`src/rtl/gbte_pkg.sv`:
```
`timescale 1ns / 1ps
`default_nettype none

package gbte_pkg;

  // default store size in bytes
  localparam int CAPACITY_DEF = 4096;

  // field widths of the command and result ports
  localparam int OP_W     = 3;
  localparam int CH_W     = 8;
  localparam int AMOUNT_W = 14;
  localparam int POS_W    = 13;
  localparam int STATUS_W = 2;
  localparam int LEN_W    = 13;

  // depth of the request queue between front and back
  localparam int QDEPTH = 2;

  // command codes on in_op
  localparam logic [OP_W-1:0] OP_INSERT   = 3'd0;
  localparam logic [OP_W-1:0] OP_DEL_BACK = 3'd1;
  localparam logic [OP_W-1:0] OP_DEL_FWD  = 3'd2;
  localparam logic [OP_W-1:0] OP_MOVE     = 3'd3;
  localparam logic [OP_W-1:0] OP_SET      = 3'd4;

  // status codes on out_status
  localparam logic [STATUS_W-1:0] ST_DONE  = 2'd0;
  localparam logic [STATUS_W-1:0] ST_EMPTY = 2'd1;
  localparam logic [STATUS_W-1:0] ST_FULL  = 2'd2;

  // classified request kind
  typedef enum logic [2:0] {
    K_INSERT,
    K_DEL_BACK,
    K_DEL_FWD,
    K_MOVE,
    K_SET,
    K_NOP
  } kind_t;

  // one classified request as it travels through the queue
  typedef struct packed {
    kind_t                       kind;
    logic                        needs_gap;
    logic [CH_W-1:0]             ch;
    logic signed [AMOUNT_W-1:0]  amount;
    logic [AMOUNT_W-1:0]         count;
    logic [POS_W-1:0]            position;
  } cmd_t;

  // back-end sequencer states
  typedef enum logic [2:0] {
    B_IDLE,
    B_CHECK,
    B_RD,
    B_WR,
    B_EXEC
  } back_state_t;

endpackage

`default_nettype wire

```
`src/rtl/gap_buffer_text_engine.sv`:
```
`timescale 1ns / 1ps
`default_nettype none

// Gap-buffer text store of CAPACITY bytes with an editing cursor.
// Requests: drive in_op, in_ch, in_amount, in_position with start high; the
// request is taken at a clock edge where busy is low. A two-entry queue sits
// behind the request port, so busy rises only when two requests wait.
// Results: out_valid is high for one cycle with out_status, out_text_length
// and out_cursor; there is no backpressure, the result must be taken then.
// Path: a move, set, refused insert or edit with the gap already at the cursor
// goes from the queue through IDLE, CHECK and EXEC; the result strobe is
// registered from EXEC. An edit that first brings the gap to the cursor runs
// RD, WR and CHECK once more per byte copied across the gap (registered read).
// The back end works one request at a time; the queue holds the next ones.
// Reset (synchronous, rst_n low): empty text, cursor 0, queue empty, no
// result pending; store contents stay unknown and are never read unwritten.

module gap_buffer_text_engine import gbte_pkg::*; #(
  parameter int CAPACITY = CAPACITY_DEF
) (
  input  wire logic                       clk,
  input  wire logic                       rst_n,
  input  wire logic                       start,
  output logic                            busy,
  input  wire logic [OP_W-1:0]            in_op,
  input  wire logic [CH_W-1:0]            in_ch,
  input  wire logic signed [AMOUNT_W-1:0] in_amount,
  input  wire logic [POS_W-1:0]           in_position,
  output logic                            out_valid,
  output logic [STATUS_W-1:0]             out_status,
  output logic [LEN_W-1:0]                out_text_length,
  output logic [LEN_W-1:0]                out_cursor
);

  logic push, pop, q_full, q_valid;
  cmd_t push_cmd, q_cmd;

  // request decode
  gbte_front u_front (
    .start       (start),
    .in_op       (in_op),
    .in_ch       (in_ch),
    .in_amount   (in_amount),
    .in_position (in_position),
    .q_full      (q_full),
    .busy        (busy),
    .push        (push),
    .push_cmd    (push_cmd)
  );

  // request queue
  gbte_queue u_queue (
    .clk      (clk),
    .rst_n    (rst_n),
    .push     (push),
    .push_cmd (push_cmd),
    .pop      (pop),
    .full     (q_full),
    .q_valid  (q_valid),
    .q_cmd    (q_cmd)
  );

  // gap move and edit execution
  gbte_back #(
    .CAPACITY (CAPACITY)
  ) u_back (
    .clk             (clk),
    .rst_n           (rst_n),
    .q_valid         (q_valid),
    .q_cmd           (q_cmd),
    .pop             (pop),
    .out_valid       (out_valid),
    .out_status      (out_status),
    .out_text_length (out_text_length),
    .out_cursor      (out_cursor)
  );

endmodule

`default_nettype wire

```
`src/rtl/gbte_front.sv`:
```
`timescale 1ns / 1ps
`default_nettype none

module gbte_front import gbte_pkg::*; (
  input  wire logic                       start,
  input  wire logic [OP_W-1:0]            in_op,
  input  wire logic [CH_W-1:0]            in_ch,
  input  wire logic signed [AMOUNT_W-1:0] in_amount,
  input  wire logic [POS_W-1:0]           in_position,
  input  wire logic                       q_full,
  output logic                            busy,
  output logic                            push,
  output cmd_t                            push_cmd
);

  // a request is taken whenever the queue has room
  assign busy = q_full;
  assign push = start && !q_full;

  // classify the request and precompute the delete count
  always_comb begin
    push_cmd.ch        = in_ch;
    push_cmd.amount    = in_amount;
    push_cmd.position  = in_position;
    push_cmd.count     = in_amount[AMOUNT_W-1] ? AMOUNT_W'(~in_amount + 1'b1)
                                               : in_amount;
    push_cmd.kind      = K_NOP;
    push_cmd.needs_gap = 1'b0;
    unique case (in_op)
      OP_INSERT: begin
        push_cmd.kind      = K_INSERT;
        push_cmd.needs_gap = 1'b1;
      end
      OP_DEL_BACK: begin
        push_cmd.kind      = K_DEL_BACK;
        push_cmd.needs_gap = 1'b1;
      end
      OP_DEL_FWD: begin
        push_cmd.kind      = K_DEL_FWD;
        push_cmd.needs_gap = 1'b1;
      end
      OP_MOVE: push_cmd.kind = K_MOVE;
      OP_SET:  push_cmd.kind = K_SET;
      default: push_cmd.kind = K_NOP;
    endcase
  end

endmodule

`default_nettype wire

```
`src/rtl/gbte_queue.sv`:
```
`timescale 1ns / 1ps
`default_nettype none

module gbte_queue import gbte_pkg::*; (
  input  wire logic clk,
  input  wire logic rst_n,
  input  wire logic push,
  input  wire cmd_t push_cmd,
  input  wire logic pop,
  output logic      full,
  output logic      q_valid,
  output cmd_t      q_cmd
);

  localparam int QAW = (QDEPTH > 1) ? $clog2(QDEPTH) : 1;
  localparam int CW  = $clog2(QDEPTH + 1);

  cmd_t            slot_r [QDEPTH];
  logic [QAW-1:0]  wr_ptr_r, wr_ptr_nxt;
  logic [QAW-1:0]  rd_ptr_r, rd_ptr_nxt;
  logic [CW-1:0]   cnt_r, cnt_nxt;
  logic            do_push, do_pop;

  assign full    = (cnt_r == CW'(QDEPTH));
  assign q_valid = (cnt_r != '0);
  assign q_cmd   = slot_r[rd_ptr_r];
  assign do_push = push && !full;
  assign do_pop  = pop && q_valid;

  // pointer and fill count update
  always_comb begin
    wr_ptr_nxt = wr_ptr_r;
    rd_ptr_nxt = rd_ptr_r;
    cnt_nxt    = cnt_r;
    if (do_push) begin
      wr_ptr_nxt = (wr_ptr_r == QAW'(QDEPTH - 1)) ? '0 : wr_ptr_r + 1'b1;
    end
    if (do_pop) begin
      rd_ptr_nxt = (rd_ptr_r == QAW'(QDEPTH - 1)) ? '0 : rd_ptr_r + 1'b1;
    end
    if (do_push && !do_pop) begin
      cnt_nxt = cnt_r + 1'b1;
    end else if (do_pop && !do_push) begin
      cnt_nxt = cnt_r - 1'b1;
    end
  end

  always_ff @(posedge clk) begin
    if (!rst_n) begin
      wr_ptr_r <= '0;
      rd_ptr_r <= '0;
      cnt_r    <= '0;
    end else begin
      wr_ptr_r <= wr_ptr_nxt;
      rd_ptr_r <= rd_ptr_nxt;
      cnt_r    <= cnt_nxt;
    end
  end

  // request storage
  always_ff @(posedge clk) begin
    if (do_push) begin
      slot_r[wr_ptr_r] <= push_cmd;
    end
  end

endmodule

`default_nettype wire

```
`src/rtl/gbte_back.sv`:
```
`timescale 1ns / 1ps
`default_nettype none

module gbte_back import gbte_pkg::*; #(
  parameter int CAPACITY = CAPACITY_DEF
) (
  input  wire logic               clk,
  input  wire logic               rst_n,
  input  wire logic               q_valid,
  input  wire cmd_t               q_cmd,
  output logic                    pop,
  output logic                    out_valid,
  output logic [STATUS_W-1:0]     out_status,
  output logic [LEN_W-1:0]        out_text_length,
  output logic [LEN_W-1:0]        out_cursor
);

  localparam int PW = $clog2(CAPACITY + 1);
  localparam int AW = $clog2(CAPACITY);
  localparam int XW = ((PW > AMOUNT_W) ? PW : AMOUNT_W) + 1;
  localparam int SW = XW + 1;
  localparam logic [PW-1:0] CAP_W = PW'(CAPACITY);

  back_state_t state_r, state_nxt;
  cmd_t        cmd_r;

  logic [PW-1:0] gap_first_r, gap_first_nxt;
  logic [PW-1:0] gap_after_r, gap_after_nxt;
  logic [PW-1:0] cursor_r, cursor_nxt;

  logic                out_valid_r, out_valid_nxt;
  logic [STATUS_W-1:0] status_r, status_nxt;
  logic [LEN_W-1:0]    len_out_r, len_out_nxt;
  logic [LEN_W-1:0]    cur_out_r, cur_out_nxt;

  // text store with one write and one registered read port
  logic [CH_W-1:0] mem [CAPACITY];
  logic [CH_W-1:0] rd_data_r;
  logic            mem_we, mem_re;
  logic [AW-1:0]   mem_wa, mem_ra;
  logic [CH_W-1:0] mem_wd;

  // derived values
  logic [PW-1:0]        len, avail_fwd, gf_dec, ga_dec, res_len;
  logic                 full, move_back, need_move;
  logic [XW-1:0]        cnt_x;
  logic [PW-1:0]        take_back, take_fwd, move_pos, set_pos;
  logic signed [SW-1:0] tgt, len_s;

  assign len       = gap_first_r + (CAP_W - gap_after_r);
  assign avail_fwd = CAP_W - gap_after_r;
  assign full      = (len == CAP_W);
  assign gf_dec    = gap_first_r - 1'b1;
  assign ga_dec    = gap_after_r - 1'b1;
  assign move_back = (cursor_r < gap_first_r);
  assign need_move = cmd_r.needs_gap && !(cmd_r.kind == K_INSERT && full)
                     && (cursor_r != gap_first_r);

  // delete counts clamped at the text ends
  assign cnt_x     = XW'(cmd_r.count);
  assign take_back = (cnt_x > XW'(gap_first_r)) ? gap_first_r : cnt_x[PW-1:0];
  assign take_fwd  = (cnt_x > XW'(avail_fwd)) ? avail_fwd : cnt_x[PW-1:0];

  // cursor targets clamped to 0..length
  assign len_s    = signed'(SW'(len));
  assign tgt      = signed'(SW'(cursor_r)) + SW'(cmd_r.amount);
  assign move_pos = (tgt < 0) ? '0 : ((tgt > len_s) ? len : tgt[PW-1:0]);
  assign set_pos  = (XW'(cmd_r.position) > XW'(len)) ? len : PW'(cmd_r.position);

  // next state
  always_comb begin
    state_nxt = state_r;
    unique case (state_r)
      B_IDLE:  if (q_valid) state_nxt = B_CHECK;
      B_CHECK: state_nxt = need_move ? B_RD : B_EXEC;
      B_RD:    state_nxt = B_WR;
      B_WR:    state_nxt = B_CHECK;
      B_EXEC:  state_nxt = B_IDLE;
      default: state_nxt = B_IDLE;
    endcase
  end

  // datapath and memory control per state
  always_comb begin
    pop           = 1'b0;
    mem_we        = 1'b0;
    mem_re        = 1'b0;
    mem_wa        = gap_first_r[AW-1:0];
    mem_ra        = gap_after_r[AW-1:0];
    mem_wd        = rd_data_r;
    gap_first_nxt = gap_first_r;
    gap_after_nxt = gap_after_r;
    cursor_nxt    = cursor_r;
    status_nxt    = status_r;
    out_valid_nxt = 1'b0;
    unique case (state_r)
      B_IDLE: pop = q_valid;
      B_CHECK: ;
      // fetch the byte that crosses the gap
      B_RD: begin
        mem_re = 1'b1;
        mem_ra = move_back ? gf_dec[AW-1:0] : gap_after_r[AW-1:0];
      end
      // drop it on the other side and shift the gap by one
      B_WR: begin
        mem_we = 1'b1;
        if (move_back) begin
          mem_wa        = ga_dec[AW-1:0];
          gap_first_nxt = gf_dec;
          gap_after_nxt = ga_dec;
        end else begin
          mem_wa        = gap_first_r[AW-1:0];
          gap_first_nxt = gap_first_r + 1'b1;
          gap_after_nxt = gap_after_r + 1'b1;
        end
      end
      // carry out the edit or cursor change
      B_EXEC: begin
        out_valid_nxt = 1'b1;
        status_nxt    = ST_DONE;
        unique case (cmd_r.kind)
          K_INSERT: begin
            if (full) begin
              status_nxt = ST_FULL;
            end else begin
              mem_we        = 1'b1;
              mem_wa        = gap_first_r[AW-1:0];
              mem_wd        = cmd_r.ch;
              gap_first_nxt = gap_first_r + 1'b1;
              cursor_nxt    = cursor_r + 1'b1;
            end
          end
          K_DEL_BACK: begin
            if (gap_first_r == '0) begin
              status_nxt = ST_EMPTY;
            end else begin
              gap_first_nxt = gap_first_r - take_back;
              cursor_nxt    = gap_first_r - take_back;
            end
          end
          K_DEL_FWD: begin
            if (avail_fwd == '0) begin
              status_nxt = ST_EMPTY;
            end else begin
              gap_after_nxt = gap_after_r + take_fwd;
            end
          end
          K_MOVE:  cursor_nxt = move_pos;
          K_SET:   cursor_nxt = set_pos;
          default: ;
        endcase
      end
      default: ;
    endcase
  end

  // result fields follow the updated gap and cursor
  assign res_len     = gap_first_nxt + (CAP_W - gap_after_nxt);
  assign len_out_nxt = (state_r == B_EXEC) ? LEN_W'(res_len) : len_out_r;
  assign cur_out_nxt = (state_r == B_EXEC) ? LEN_W'(cursor_nxt) : cur_out_r;

  // control and gap registers
  always_ff @(posedge clk) begin
    if (!rst_n) begin
      state_r     <= B_IDLE;
      gap_first_r <= '0;
      gap_after_r <= CAP_W;
      cursor_r    <= '0;
      out_valid_r <= 1'b0;
    end else begin
      state_r     <= state_nxt;
      gap_first_r <= gap_first_nxt;
      gap_after_r <= gap_after_nxt;
      cursor_r    <= cursor_nxt;
      out_valid_r <= out_valid_nxt;
    end
  end

  // request and result payload
  always_ff @(posedge clk) begin
    if (pop) begin
      cmd_r <= q_cmd;
    end
    status_r  <= status_nxt;
    len_out_r <= len_out_nxt;
    cur_out_r <= cur_out_nxt;
  end

  // text store
  always_ff @(posedge clk) begin
    if (mem_we) begin
      mem[mem_wa] <= mem_wd;
    end
    if (mem_re) begin
      rd_data_r <= mem[mem_ra];
    end
  end

  assign out_valid       = out_valid_r;
  assign out_status      = status_r;
  assign out_text_length = len_out_r;
  assign out_cursor      = cur_out_r;

endmodule

`default_nettype wire
```
`config.mk`:
```
export PLATFORM = sky130hd
export DESIGN_NAME = gap_buffer_text_engine
export DESIGN_NICKNAME = d
export VERILOG_FILES = /design/src/rtl/gbte_pkg.sv /design/src/rtl/gap_buffer_text_engine.sv /design/src/rtl/gbte_front.sv /design/src/rtl/gbte_queue.sv /design/src/rtl/gbte_back.sv
export SDC_FILE = /design/constraint.sdc
export NUM_CORES = 1
export LEC_CHECK = 0
export CAP_MARGIN = 5
export CORE_MARGIN = 5
export CORE_UTILIZATION = 65
export DETAILED_ROUTE_END_ITERATION = 8
export DONT_BUFFER_PORTS = 1
export PLACE_DENSITY = 0.81
export SYNTH_ARGS = -nofsm -noshare
export SYNTH_HDL_FRONTEND = slang
export SYNTH_SLANG_ARGS = --single-unit
```
`constraint.sdc`:
```
create_clock -name clk -period 11.4 [get_ports clk]
set_clock_uncertainty 0.2 [all_clocks]
set_input_delay 0.57 -clock clk [delete_from_list [all_inputs] [get_ports clk]]
set_output_delay 0.57 -clock clk [all_outputs]
set_load 0.02 [all_outputs]
```
# After elaboration in Yosys (flattened, before gate mapping)
# Memories as Yosys holds them, arrays and structs flattened. A register that Yosys moved wholly into a read port is not among the register bits.
# Index checks and enable logic that the tools add are counted.
# classes
order_cmp	6
add_sub_neg	17
n_eq_ne	16
div	0
n_mul	0
n_reduce_logical	20
muxes	36
bitwise_logic	1
shift	0
# op_table
cell	n
$mux 13	14
$pmux 13 s2	3
$pmux 13 s4	1
$add 13x1->13 const B	3
$add 13x13->13	3
$gt 14x13->1	2
$logic_not 13->1	2
$sub 13x1->13 const B	2
$sub 13x13->13 const A	2
$eq 3x2->1 const B	6
$add 14x14->15	1
$gt 15x14->1	1
$lt 15x1->1 const B	1
$pmux 3 s5	1
$add 14x1->14 const B	1
$mux 14	1
$not 14->14	1
$eq 13x13->1 const B	1
$gt 13x13->1	1
$lt 13x13->1	1
$ne 13x13->1	1
$sub 13x13->13	1
$pmux 3 s4	1
$eq 3x1->1 const B	3
other kinds (15)	42
# word_totals
elab_cells	108
register_bits	75
ram_bits	106
latchBits	0
romBits	0
memories	1
# mem_list
name	depth	width	read_ports	rd_clocked_by_memory_dff	wr	line	rtl
u_queue.slot_r	2	53	1	1	1	gbte_queue.sv:18	cmd_t slot_r [QDEPTH];

# Logic depth before layout (Yosys ltp)
# Gate-level depths: netlist of the first run.
# logic_depth
word_depth	9
depth_mapped	37
ltp_nobuf	35

# Cells and area by module
# Synthesis of the first run repeated with hierarchy kept, for this count alone.
# unflattened
cells_unflattened	1569
hier_area_um2	15897.7
# modules_own_cells
mod	instances	cells_per_inst	area_each_um2	seq_area_each_um2
gbte_back	1	1300	11253.3	3052.9
gbte_queue	1	190	4058.9	3283.1
gbte_front	1	79	585.6	0.0

# Worst setup path before layout of the first run
# Ideal clock, no wire load.
# synth_timing
path_kind	reg2reg
startpoint	reg u_back.gap_after_r[0]
endpoint	reg u_back.len_out_r[12] (netlist: u_back.out_text_length[12]) (data pin)
arrival_time_ps	7399
stages_incl_launch_ff	36
setup_slack_ps	3533
required_ps	10932
setup_time_ps	268
cell_sequence	dfxtp_1 > clkbuf_1 > inv_1 > ha_1 > or2b_4 > nor2_1 > xnor2_1 > inv_1 > ha_1 > and3_1 > o21ai_0 > a31oi_1 > a2111oi_0 > nor4_1 > a32oi_1 > nand2_1 > clkbuf_1 > nand2_1 > o21ai_0 > ha_1 > fa_1 > a21oi_1 > o21bai_1 > a2111oi_0 > nor3_1 > a21oi_1 > xnor2_1 > a222oi_1 > ha_1 > ha_1 > and4_1 > a2111oi_0 > o21bai_1 > a21oi_1 > xor2_1 > xnor3_1
# synth_via
elab_chain_cells	9
# synth_rtl
element	line	rtl
start: declaration	gbte_back.sv:28	logic [PW-1:0] gap_after_r, gap_after_nxt;
start signal: assignment	gbte_back.sv:173	gap_after_r <= gap_after_nxt;
$sub 13x13->13	gbte_back.sv:50, gbte_back.sv:51	
$gt 14x13->1	gbte_back.sv:62	assign take_fwd = (cnt_x > XW'(avail_fwd)) ? avail_fwd : cnt_x[PW-1:0];
$mux 13	gbte_back.sv:62	
$add 13x13->13	gbte_back.sv:145	gap_after_nxt = gap_after_r + take_fwd;
$mux 13	gbte_back.sv:142	if (avail_fwd == '0) begin
$mux 13	gbte_back.sv:121	unique case (cmd_r.kind)
$pmux 13 s2	gbte_back.sv:96	unique case (state_r)
$sub 13x13->13	gbte_back.sv:158	assign res_len = gap_first_nxt + (CAP_W - gap_after_nxt);
$add 13x13->13 (*)	gbte_back.sv:158	
named net u_back.res_len[12]	gbte_back.sv:44	logic [PW-1:0] len, avail_fwd, gf_dec, ga_dec, res_len;
end signal: assignment	gbte_back.sv:185	len_out_r <= len_out_nxt;
end: declaration	gbte_back.sv:33	logic [LEN_W-1:0] len_out_r, len_out_nxt;
# The timed path passes the listed nets; every way through them passes the cells marked *.
# A chain may end at the register's enable or synchronous reset.

# Worst setup path in the final report of the first run
# Same ends and word-level chain as after synthesis.

==> run summary, run 1 <==
Net count, final: 1,725
Delay contributed by the slowest stage of the critical path: 0.63 ns
Power density over the cells: 199 mW/mm2
All-Layer GR Usage: 32.7%
Antenna-violating nets left: 0
Number of vias after detailed routing: 12,400
Required time of the critical path: 11.47 ns
Multiplexer share of the synthesized area: 6.09%
Detailed-route wire length: 43.0 mm
Width of the chip: 161 um
Yosys top cell area share: 32.2%
Synthesized area per cell: 9.87 um2
Final sum of negative setup slack: 0 ns
Final setup violating endpoints: 0
Vias in the first global route: 11,900
Initial core utilization: 65.9%
Worst Setup End Kind: flop
Reported leakage power: 0.00653 uW
Final number of max-transition violations: 0
GRT overflow: 0
Pin count of the biggest net entering global routing: 46
Router iterations before antenna repair: 6
Number of flops mapped to enable cells by yosys: 160
Area fraction in compound gates after synthesis: 18.1%
I/O pin count: 71
Type of the most critical hold path: in -> reg
Cell seen most often among critical-path stages: sky130_fd_sc_hd__ha_1
Worst vdd rail ir drop: 0.184 mV
Cell types with the largest area share after synthesis: sky130_fd_sc_hd__edfxtp_1, sky130_fd_sc_hd__ha_1, sky130_fd_sc_hd__dfxtp_1
Area share of and/or/nand/nor cells after synthesis: 14.5%
Final period demand of the worst path: 9.00 ns
Final HPWL DP: 31.5 mm
Share of synthesized area occupied by flip-flops and latches: 38.5%
Total Power: 3210 uW
Maximum capacitance violations: 0
Cell count after synthesis: 1,511
Run status: finished, final reports clean
Root Buffer: sky130_fd_sc_hd__clkbuf_16
Standard-cell rows: 55
CP max-delay cell: sky130_fd_sc_hd__dfxtp_1
Clock tree from TritonCTS: built
Post-route cell area: 0.0162 mm2
Via/cell ratio: 6.75
Die height: 161 um
Wire length per cell: 23.5 um
Async set or reset register ratio after synthesis: 0%
Clk sinks: 207
Clock latency at the later pin of the worst-skew pair: 0.53 ns
Number of setup buffers added after CTS: 0
Critical path type: reg -> reg
Total of flip-flops plus latches after synthesis: 207
Syn_nets: 1,707
Post-synthesis cell type with the largest combined area: sky130_fd_sc_hd__edfxtp_1
Startpoint Class: flop
Htree depth: 1
Post-Place Cells: 1,761
XOR/XNOR share of the synthesized area: 5.61%
Max transition margin: 15.3%
Largest driver fanout on the critical path: 17
Non-filler cells, final: 1,830
Number of DRC markers in iteration 0: 1,336
Number of warnings reported in the yosys synthesis log: 0
Worst-case clock buffer depth: 3
Number of antenna violations at the first check in global routing: 0
Slew @ Worst Pin: 1.27 ns
Cell area after synthesis: 0.0149 mm2
Post-synth top flop: sky130_fd_sc_hd__edfxtp_1
Placeable core area: 0.0226 mm2
Floorplan die area: 0.0261 mm2
Crit path DAT: 9.07 ns
Adder and majority gate portion of the synthesized area: 13.3%
DP Area: 0.0152 mm2
Clock transition time at the flip-flop clock pins of the worst setup and hold paths: 0.06 ns
Global-route wire length before repair: 67.1 mm
Fmax: 0.111 GHz
Area grow syn2layout: 8.44%
Final period utilization: 78.9%
Antenna cells: 0
Fraction of layout cells with a size suffix above 1: 8.93%
PortBufs: 0
RSZ-0062 raised after global routing: no
Largest family of logic cells by synthesized area: compound AO/OA/AOI/OAI gates
Number of library cell types mapped by synthesis: 85
DRC Markers: 0
Number of endpoints with negative hold slack in the final report: 0
Routability-driven placement congestion ratio: 1.03
Clock buffer count from CTS: 22
-- path summary, 6_finish.rpt --
check                                   start                                   end  slack, ns  cells after the start
max reg2reg  u_back.gap_after_r[0]$_SDFF_PN0_  u_back.out_text_length[12]$_DFFE_PP_       2.40                     34
max          u_back.gap_after_r[0]$_SDFF_PN0_  u_back.out_text_length[12]$_DFFE_PP_       2.40                     34
min                                     rst_n         u_back.cursor_r[5]$_SDFF_PN0_      0.009                      2
min reg2reg     u_queue.cnt_r[1]$_SDFFE_PN0P_         u_queue.cnt_r[1]$_SDFFE_PN0P_       0.31                      2
-- placed cells by master (no fill, tap or decap), drive strengths merged, types with 40 or more instances in the layout --
| master | instances |
|---|---|
| edfxtp | 160 |
| ha | 149 |
| nor2 | 122 |
| o21ai | 103 |
| inv | 91 |
| a21oi | 88 |
| nand2 | 87 |
| xnor2 | 58 |
| mux2 | 54 |
| dfxtp | 47 |
| nor3 | 44 |
| a21o | 40 |
-- per-stage QoR --
| step | worst slack [ns] | util (%) | hold slack, ns |
|---|---|---|---|
| after detailed placement | 2.52 | 66.9 | 0.300 |
| after CTS | 2.45 | 71.4 | 0.00119 |
| final | 2.40 | 71.4 | 0.00933 |
| after global routing | 1.56 | 71.4 | 0.0138 |
| after global placement | 2.64 | 66.9 | 0.284 |
| after floorplan | 3.53 | - | 0.272 |
-- critical path, delay by kind of cell, from the launching register on --
family / cells / cell delay [ns]
mux: 1 / 0.42
fa+ha+maj: 5 / 1.52
flops: 1 / 0.63
simple gates: 7 / 1.29
xor+xnor: 4 / 0.92
compound gates: 15 / 3.54
buf+inv: 2 / 0.19
-- report_power, final --
group / internal [uW] / switching, uW / total [uW] / leakage [uW]
combinational: 506 / 767 / 1270 / 0.00429
clock: 415 / 309 / 724 / 0.000356
sequential: 1030 / 185 / 1220 / 0.00188
total: 1950 / 1260 / 3210 / 0.00653
-- Yosys cell counts, types with 7 or more instances --
cell,count
sky130_fd_sc_hd__edfxtp_1,160
sky130_fd_sc_hd__ha_1,149
sky130_fd_sc_hd__nor2_1,122
sky130_fd_sc_hd__o21ai_0,102
sky130_fd_sc_hd__inv_1,90
sky130_fd_sc_hd__a21oi_1,88
sky130_fd_sc_hd__nand2_1,86
sky130_fd_sc_hd__xnor2_1,57
sky130_fd_sc_hd__mux2_2,54
sky130_fd_sc_hd__dfxtp_1,47
sky130_fd_sc_hd__nor3_1,44
sky130_fd_sc_hd__a21o_1,40
sky130_fd_sc_hd__clkbuf_1,38
sky130_fd_sc_hd__nand3_1,37
sky130_fd_sc_hd__mux2i_1,30
sky130_fd_sc_hd__o21a_1,29
sky130_fd_sc_hd__xor2_1,29
sky130_fd_sc_hd__and3_1,19
sky130_fd_sc_hd__a221oi_1,18
sky130_fd_sc_hd__or3_1,17
sky130_fd_sc_hd__nor2b_1,16
sky130_fd_sc_hd__nor4_1,14
sky130_fd_sc_hd__o22ai_1,14
sky130_fd_sc_hd__o31ai_1,13
sky130_fd_sc_hd__nand2b_1,12
sky130_fd_sc_hd__nand4_1,12
sky130_fd_sc_hd__o21bai_1,12
sky130_fd_sc_hd__a211oi_1,10
sky130_fd_sc_hd__o211ai_1,9
sky130_fd_sc_hd__o41ai_1,9
sky130_fd_sc_hd__a31oi_1,8
sky130_fd_sc_hd__a2111oi_0,7
sky130_fd_sc_hd__or4_1,7
-- state kept, by name, indices dropped and copies added, names as in the netlist, 2 cells and up --
name and cells:
u_back.cmd_r 44, u_back.cursor_r 13, u_back.gap_after_r 13, u_back.gap_first_r 13, u_back.out_cursor 13, u_back.out_status 2, u_back.out_text_length 13, u_back.state_r 3
u_queue.cnt_r 2, u_queue.slot_r 88
-- what timing repair did --
action | 4_1_cts | 5_1_grt
hold endpoints to repair | 67 | 0
gates resized for setup | 0 | 0
hold buffers | 29 | 0
-- layer usage --
| metal | GRT usage (%) | up-vias | part of all wire, % |
|---|---|---|---|
| met1 | 45.8 | 5846 | 42 |
| met4 | 11.0 | 0 | 3.8 |
| met2 | 51.7 | 678 | 45 |
| li1 | - | 5722 | - |
| met5 | 0 | - | 0 |
| met3 | 5.64 | 111 | 10 |
-- cell families after synthesis --
family,count (synthesis)
AOI/OAI and AO/OA,409
xor gates and xnor gates,90
adders and majority gates,155
buffers and inverters,138
DFF,207
muxes,84
and+or+nand+nor,428
-- final cells by class --
type	instances	area, um2
Multi-Input combinational cell	1166	8610
Fill cell	1631	6460
Sequential cell	207	5750
Clock buffer	28	583
Timing Repair Buffer	42	388
Tap cell	285	357
Inverter	90	338
Clock inverter	12	150
Power figures use the tool's default switching activity.
==> run 2, diff against run 1 <==
--- a/config.mk
+++ b/config.mk
@@ -5,12 +5,13 @@
 export SDC_FILE = /design/constraint.sdc
 export NUM_CORES = 1
 export LEC_CHECK = 0
+export ABC_AREA = 1
 export CAP_MARGIN = 5
 export CORE_MARGIN = 5
-export CORE_UTILIZATION = 65
+export CORE_UTILIZATION = 59
 export DETAILED_ROUTE_END_ITERATION = 8
 export DONT_BUFFER_PORTS = 1
-export PLACE_DENSITY = 0.81
+export PLACE_DENSITY = 0.78
 export SYNTH_ARGS = -nofsm -noshare
 export SYNTH_HDL_FRONTEND = slang
 export SYNTH_SLANG_ARGS = --single-unit
==> constraint.sdc (replaced) <==
create_clock -name clk -period 7.4 [get_ports clk]
set_clock_uncertainty 0.2 [all_clocks]
set_input_delay 0.37 -clock clk [delete_from_list [all_inputs] [get_ports clk]]
set_output_delay 0.37 -clock clk [all_outputs]
set_load 0.02 [all_outputs]
==> run 2 against run 1 <==
  * Maximum frequency grew 32%
  * Count of clock-buffer cells in the layout decreased by 4
  * Global-route usage down 0.81 points
  * Cell area up 5.8%
  * Critical path type unchanged
==> run summary, run 2 <==
Run status: finished, final reports clean
Worst hold endpoint: u_queue.slot_r[1][25]$_DFFE_PP_
Final period demand of the worst path: 6.81 ns
Net count, final: 2,229
Async set or reset register ratio after synthesis: 0%
All-Layer GR Usage: 31.8%
Antenna cells: 0
Router iterations before antenna repair: 7
Fraction of layout cells with a size suffix above 1: 7.71%
CP max-delay cell: sky130_fd_sc_hd__dfxtp_1
Final sum of negative setup slack: 0 ns
Clock buffer count from CTS: 22
Number of antenna violations at the first check in global routing: 0
Antenna-violating nets left: 0
Type of the most critical hold path: in -> reg
GRT overflow: 0
Fillers: 2,196
Maximum capacitance violations: 0
Global-route wire length before repair: 73.3 mm
Number of flops mapped to enable cells by yosys: 160
Fmax: 0.147 GHz
Htree depth: 1
Placeable core area: 0.0260 mm2
Post-synth top flop: sky130_fd_sc_hd__edfxtp_1
Width of the chip: 172 um
Worst Setup End Kind: flop
Required time of the critical path: 7.50 ns
Dominant cell by count in the synthesized netlist: sky130_fd_sc_hd__nand2_1
Number of warnings reported in the yosys synthesis log: 0
Final period utilization: 92.0%
Vias in the first global route: 13,600
RSZ-0062 raised after global routing: no
Biggest registers after layout: u_queue.slot_r: 88 flops, u_back.cmd_r: 44 flops
Cell area after synthesis: 0.0155 mm2
Startpoint Class: flop
Synthesized area per cell: 7.84 um2
Wire length per cell: 19.8 um
Final HPWL DP: 35.5 mm
Clock tree from TritonCTS: built
Register containing the most flip-flops in the final layout: u_queue.slot_r
Storage element area: 0.00575 mm2
Number of library cell types mapped by synthesis: 58
Number of vias after detailed routing: 14,000
Cell count after synthesis: 1,981
I/O pin count: 71
Number of DRC markers in iteration 0: 1,214
Most frequent standard cell in the layout excluding fill and tap cells: sky130_fd_sc_hd__nand2_1
Final number of max-transition violations: 0
Slew @ Worst Pin: 1.11 ns
Clock latency at the later pin of the worst-skew pair: 0.55 ns
Worst reg-to-reg setup slack: 0.59 ns
PortBufs: 0
Delay contributed by the slowest stage of the critical path: 0.42 ns
Pin count of the biggest net entering global routing: 47
Max transition margin: 25.6%
Path depth of the worst reg2reg path: 43
Total of flip-flops plus latches after synthesis: 207
Clk sinks: 207
Syn_nets: 2,177
DRC Markers: 0
Standard-cell rows: 59
Final setup violating endpoints: 0
Largest driver fanout on the critical path: 17
Via/cell ratio: 5.89
Floorplan die area: 0.0297 mm2
Worst reg2reg endpoint: u_back.out_text_length[12]$_DFFE_PP_
Share of synthesized area occupied by flip-flops and latches: 37.0%
Root Buffer: sky130_fd_sc_hd__clkbuf_16
Leading cell types in the layout, fill and taps excluded: sky130_fd_sc_hd__nand2_1, sky130_fd_sc_hd__inv_1, sky130_fd_sc_hd__a21oi_1, sky130_fd_sc_hd__nor2_1, sky130_fd_sc_hd__edfxtp_1
Initial core utilization: 59.8%
Number of endpoints with negative hold slack in the final report: 0
Post-synthesis cell type with the largest combined area: sky130_fd_sc_hd__edfxtp_1
Ranking of synthesized cells by instance count: sky130_fd_sc_hd__nand2_1, sky130_fd_sc_hd__inv_1, sky130_fd_sc_hd__nor2_1, sky130_fd_sc_hd__a21oi_1, sky130_fd_sc_hd__edfxtp_1
Cell types with the largest area share after synthesis: sky130_fd_sc_hd__edfxtp_1, sky130_fd_sc_hd__ha_1, sky130_fd_sc_hd__nand2_1
Yosys top cell area share: 30.9%
Area of the multi-input gates: 0.00873 mm2
Crit path DAT: 6.91 ns
Area grow syn2layout: 10.2%
Worst-case clock buffer depth: 3
Flip-flop count of the largest register after layout: 88
Detailed-route wire length: 47.2 mm
Critical path type: reg -> reg
Clock transition time at the flip-flop clock pins of the worst setup and hold paths: 0.07 ns
Worst hold path cell count: 2
Min-Delay Startpoint: in_amount[13]
Cell seen most often among critical-path stages: sky130_fd_sc_hd__nand2_1
Worst reg2reg path startpoint: u_back.gap_after_r[0]$_SDFF_PN0_
Routability-driven placement congestion ratio: 1.02
Die height: 172 um
==> run 2: how the worst max path moves through the flow <==
stage | from | end | slack, ns
finish | u_back.gap_after_r[0]$_SDFF_PN0_ | u_back.out_text_length[12]$_DFFE_PP_ | 0.59
global route | u_back.gap_after_r[0]$_SDFF_PN0_ | u_back.out_text_length[12]$_DFFE_PP_ | 0.006
CTS | u_back.gap_after_r[0]$_SDFF_PN0_ | u_back.out_text_length[12]$_DFFE_PP_ | 0.42
detailed placement | u_back.gap_after_r[0]$_SDFF_PN0_ | u_back.out_text_length[12]$_DFFE_PP_ | 0.50
global placement | u_back.gap_after_r[0]$_SDFF_PN0_ | u_back.out_text_length[12]$_DFFE_PP_ | 0.61
floorplan | u_back.gap_after_r[1]$_SDFF_PN0_ | u_back.out_text_length[12]$_DFFE_PP_ | 1.22
==> run 2: routing by layer <==
layer  vias to the layer above  wire, um  GRT usage, %
met4                         0      2200          13.3
met3                       130      3940          5.37
li1                       6846         -             -
met5                         -         0             0
met1                      6460     19500          41.7
met2                       597     21500          52.6
==> run 2: cells by family (layout without fill, tap and decap cells) <==
kind of cell               Yosys count  count (layout)  share of synthesized area (%)
AOI/OAI and AO/OA                  399             399                           14.4
adders and majority gates          155             155                           12.8
xor gates and xnor gates            83              83                           4.78
DFF                                207             207                           37.0
buffers and inverters              286             353                           7.05
and+or+nand+nor                    851             851                           24.0
==> run 2: layout make-up <==
class	count	share of cell area, %
clock inverters	15	0.804
multi-input cells	1488	51.0
inverters	244	5.35
repair buffers	70	3.54
flip-flops and latches	207	33.6
well taps	335	2.45
clock buffers	24	3.26
==> run 2: repair_timing <==
item	CTS	global route
hold buffers	32	0
buffers inserted	0	1
hold endpoints to repair	95	0
resized for setup	0	5
setup endpoints to repair	0	2
==> run 2: worst max-delay path: cells and delay by family (launching register included) <==
family | cells | cell delay (ns)
buffers and inverters | 3 | 0.26
AOI/OAI and AO/OA | 9 | 1.17
and+or+nand+nor | 23 | 2.40
adders and majority gates | 6 | 1.73
xor gates and xnor gates | 2 | 0.37
DFF | 1 | 0.42
==> run 2: per-stage QoR <==
stage | std cells | cell area (um2) | setup WS [ns] | utilization (%) | hold WS (ns)
floorplan | 1981 | 15500 | 1.22 | - | 0.251
global placement | 2311 | 16100 | 0.611 | 61.9 | 0.259
detailed placement | 2311 | 16100 | 0.505 | 61.9 | 0.261
CTS | 2382 | 17100 | 0.418 | 65.8 | 0.00441
global route | 2383 | 17100 | 0.00596 | 65.9 | 0.000923
finish | 2383 | 17100 | 0.592 | 65.9 | 0.00430
Power of run 2 is left out: the tool's default activity adds up to more than one toggle a clock period on the data nets, which glitch-free logic cannot reach.
==> run 3, diff against run 2 <==
--- a/config.mk
+++ b/config.mk
@@ -11,6 +11,8 @@
 export CORE_UTILIZATION = 59
 export DETAILED_ROUTE_END_ITERATION = 8
 export DONT_BUFFER_PORTS = 1
+export GPL_TIMING_DRIVEN = 0
+export HOLD_SLACK_MARGIN = 0.03
 export PLACE_DENSITY = 0.78
 export SYNTH_ARGS = -nofsm -noshare
 export SYNTH_HDL_FRONTEND = slang
==> run 3 against run 2 <==
  * Maximum frequency shrank 3.0%
  * Critical path depth shrank 3
  * Worst hold slack gained 0.062 ns
  * Via count grew 3.0%
  * Sequential share of layout area shrank 0.33 points
  * Cell area grew 1.2%
  * Global-route usage grew 1.6 points
  * Final cell count grew 0.63%
  * Non-clock buffer count grew 12
  * First-iteration DRC count grew 5.9%
  * Wire length grew 5.5%
  * Flip-flop and latch count is the same
==> run summary, run 3 (synthesis results as in run 2) <==
Run status: finished, final reports clean
Worst-case clock buffer depth: 3
Final number of max-transition violations: 0
Via/cell ratio: 6.03
Clock buffer count from CTS: 23
Worst reg2reg endpoint: u_back.out_text_length[12]$_DFFE_PP_
Antenna-violating nets left: 0
Final HPWL DP: 38.0 mm
Maximum capacitance violations: 0
Detailed-route wire length: 49.7 mm
Last element of the critical path: u_back.out_text_length[12]$_DFFE_PP_
Htree depth: 1
Root Buffer: sky130_fd_sc_hd__clkbuf_16
Pin count of the biggest net entering global routing: 38
Vias in the first global route: 13,900
Clock latency at the later pin of the worst-skew pair: 0.55 ns
Slew @ Worst Pin: 1.10 ns
Router iterations before antenna repair: 5
Leading cell types in the layout, fill and taps excluded: sky130_fd_sc_hd__nand2_1, sky130_fd_sc_hd__inv_1, sky130_fd_sc_hd__a21oi_1, sky130_fd_sc_hd__edfxtp_1, sky130_fd_sc_hd__nor2_1
Standard-cell rows: 59
Startpoint Class: flop
Cell seen most often among critical-path stages: sky130_fd_sc_hd__nand2_1
All-Layer GR Usage: 33.4%
Initial core utilization: 59.8%
Number of vias after detailed routing: 14,400
RSZ-0062 raised after global routing: no
Fraction of layout cells with a size suffix above 1: 8.29%
Worst reg2reg path startpoint: u_back.gap_first_r[2]$_SDFF_PN0_
Routability-driven placement congestion ratio: 1.01
Type of the most critical hold path: in -> reg
Placeable core area: 0.0260 mm2
I/O pin count: 71
Width of the chip: 172 um
Number of antenna violations at the first check in global routing: 0
Clock tree from TritonCTS: built
DP Area: 0.0161 mm2
Required time of the critical path: 7.48 ns
Number of endpoints with negative hold slack in the final report: 0
Die height: 172 um
Net count, final: 2,242
Worst Setup End Kind: flop
Post-route cell area: 0.0173 mm2
Delay contributed by the slowest stage of the critical path: 0.46 ns
Max transition margin: 26.6%
Fmax: 0.142 GHz
Path depth of the worst reg2reg path: 40
Antenna cells: 0
Wire length per cell: 20.7 um
Number of DRC markers in iteration 0: 1,286
Register containing the most flip-flops in the final layout: u_queue.slot_r
Flip-flop count of the largest register after layout: 88
GRT overflow: 0
Final period utilization: 94.9%
Floorplan die area: 0.0297 mm2
Fillers: 2,130
Crit path DAT: 7.10 ns
Clock transition time at the flip-flop clock pins of the worst setup and hold paths: 0.07 ns
Final sum of negative setup slack: 0 ns
PortBufs: 0
Min-Delay Startpoint: in_amount[8]
Area grow syn2layout: 11.6%
Global-route wire length before repair: 76.6 mm
Worst reg-to-reg setup slack: 0.38 ns
CP max-delay cell: sky130_fd_sc_hd__fa_1
Largest driver fanout on the critical path: 10
Critical path type: reg -> reg
Most frequent standard cell in the layout excluding fill and tap cells: sky130_fd_sc_hd__nand2_1
Clk sinks: 207
Biggest registers after layout: u_queue.slot_r: 88 flops, u_back.cmd_r: 44 flops
Final period demand of the worst path: 7.02 ns
Timing startpoint of the critical path: u_back.gap_first_r[2]$_SDFF_PN0_
Final setup violating endpoints: 0
DRC Markers: 0
-- run 3: cell type report --
type | count | area (um2) | area share (%)
Multi-Input combinational cell | 1488 | 8780 | 50.7
Sequential cell | 207 | 5760 | 33.3
Inverter | 244 | 930 | 5.37
Clock buffer | 32 | 639 | 3.69
Timing Repair Buffer | 40 | 430 | 2.48
Tap cell | 335 | 419 | 2.42
Buffer | 42 | 196 | 1.13
Clock inverter | 10 | 169 | 0.975
-- run 3: metal layers --
| metal | GRT usage (%) | routed length (um) |
|---|---|---|
| met1 | 43.7 | 20100 |
| met2 | 55.6 | 23000 |
| met3 | 5.01 | 4030 |
| met4 | 14.2 | 2600 |
| met5 | 0 | 0 |
-- run 3: timing repair --
item                                    in CTS  in global routing
endpoints found under the setup margin       2                  2
endpoints found under the hold margin       98                  0
gates cloned                                 0                  0
setup buffers                                1                  3
pin swaps                                    0                  3
hold buffers                                32                  0
resized for setup                           19                 29
-- run 3: worst max-delay path: cells and delay by family, from the launching register on --
kind / cells / cell delay (ns)
AO/OA/AOI/OAI: 14 / 1.91
XOR/XNOR: 2 / 0.44
adder cells (fa/ha/maj): 5 / 1.64
buffers and inverters: 5 / 0.77
flip-flops: 1 / 0.42
AND/OR/NAND/NOR: 14 / 1.36
-- run 3: worst min path at each step --
stage | endpoint | cells after the start | slack, ns
6_report | u_queue.slot_r[1][26]$_DFFE_PP_ | 3 | 0.07
5_1_grt | u_queue.slot_r[1][26]$_DFFE_PP_ | 3 | 0.07
4_1_cts | u_queue.slot_r[1][26]$_DFFE_PP_ | 3 | 0.04
3_5_place_dp | u_back.gap_after_r[12]$_SDFF_PN1_ | 1 | 0.27
3_3_place_gp | u_back.gap_after_r[12]$_SDFF_PN1_ | 1 | 0.26
2_1_floorplan | u_back.state_r[1]$_SDFFE_PN0P_ | 1 | 0.25
-- run 3: through the flow --
stage                     worst slack [ns]  hold WS (ns)  utilization [%]  cells
after detailed placement            -0.638         0.266             61.8   2320
after floorplan                       1.22         0.251                -   1981
final                                0.380        0.0663             66.7   2398
after CTS                           0.0497        0.0351             66.3   2395
after global placement              -0.539         0.259             61.4   2316
after global routing                0.0395        0.0723             66.7   2398
Power of run 3 is left out for the same reason.
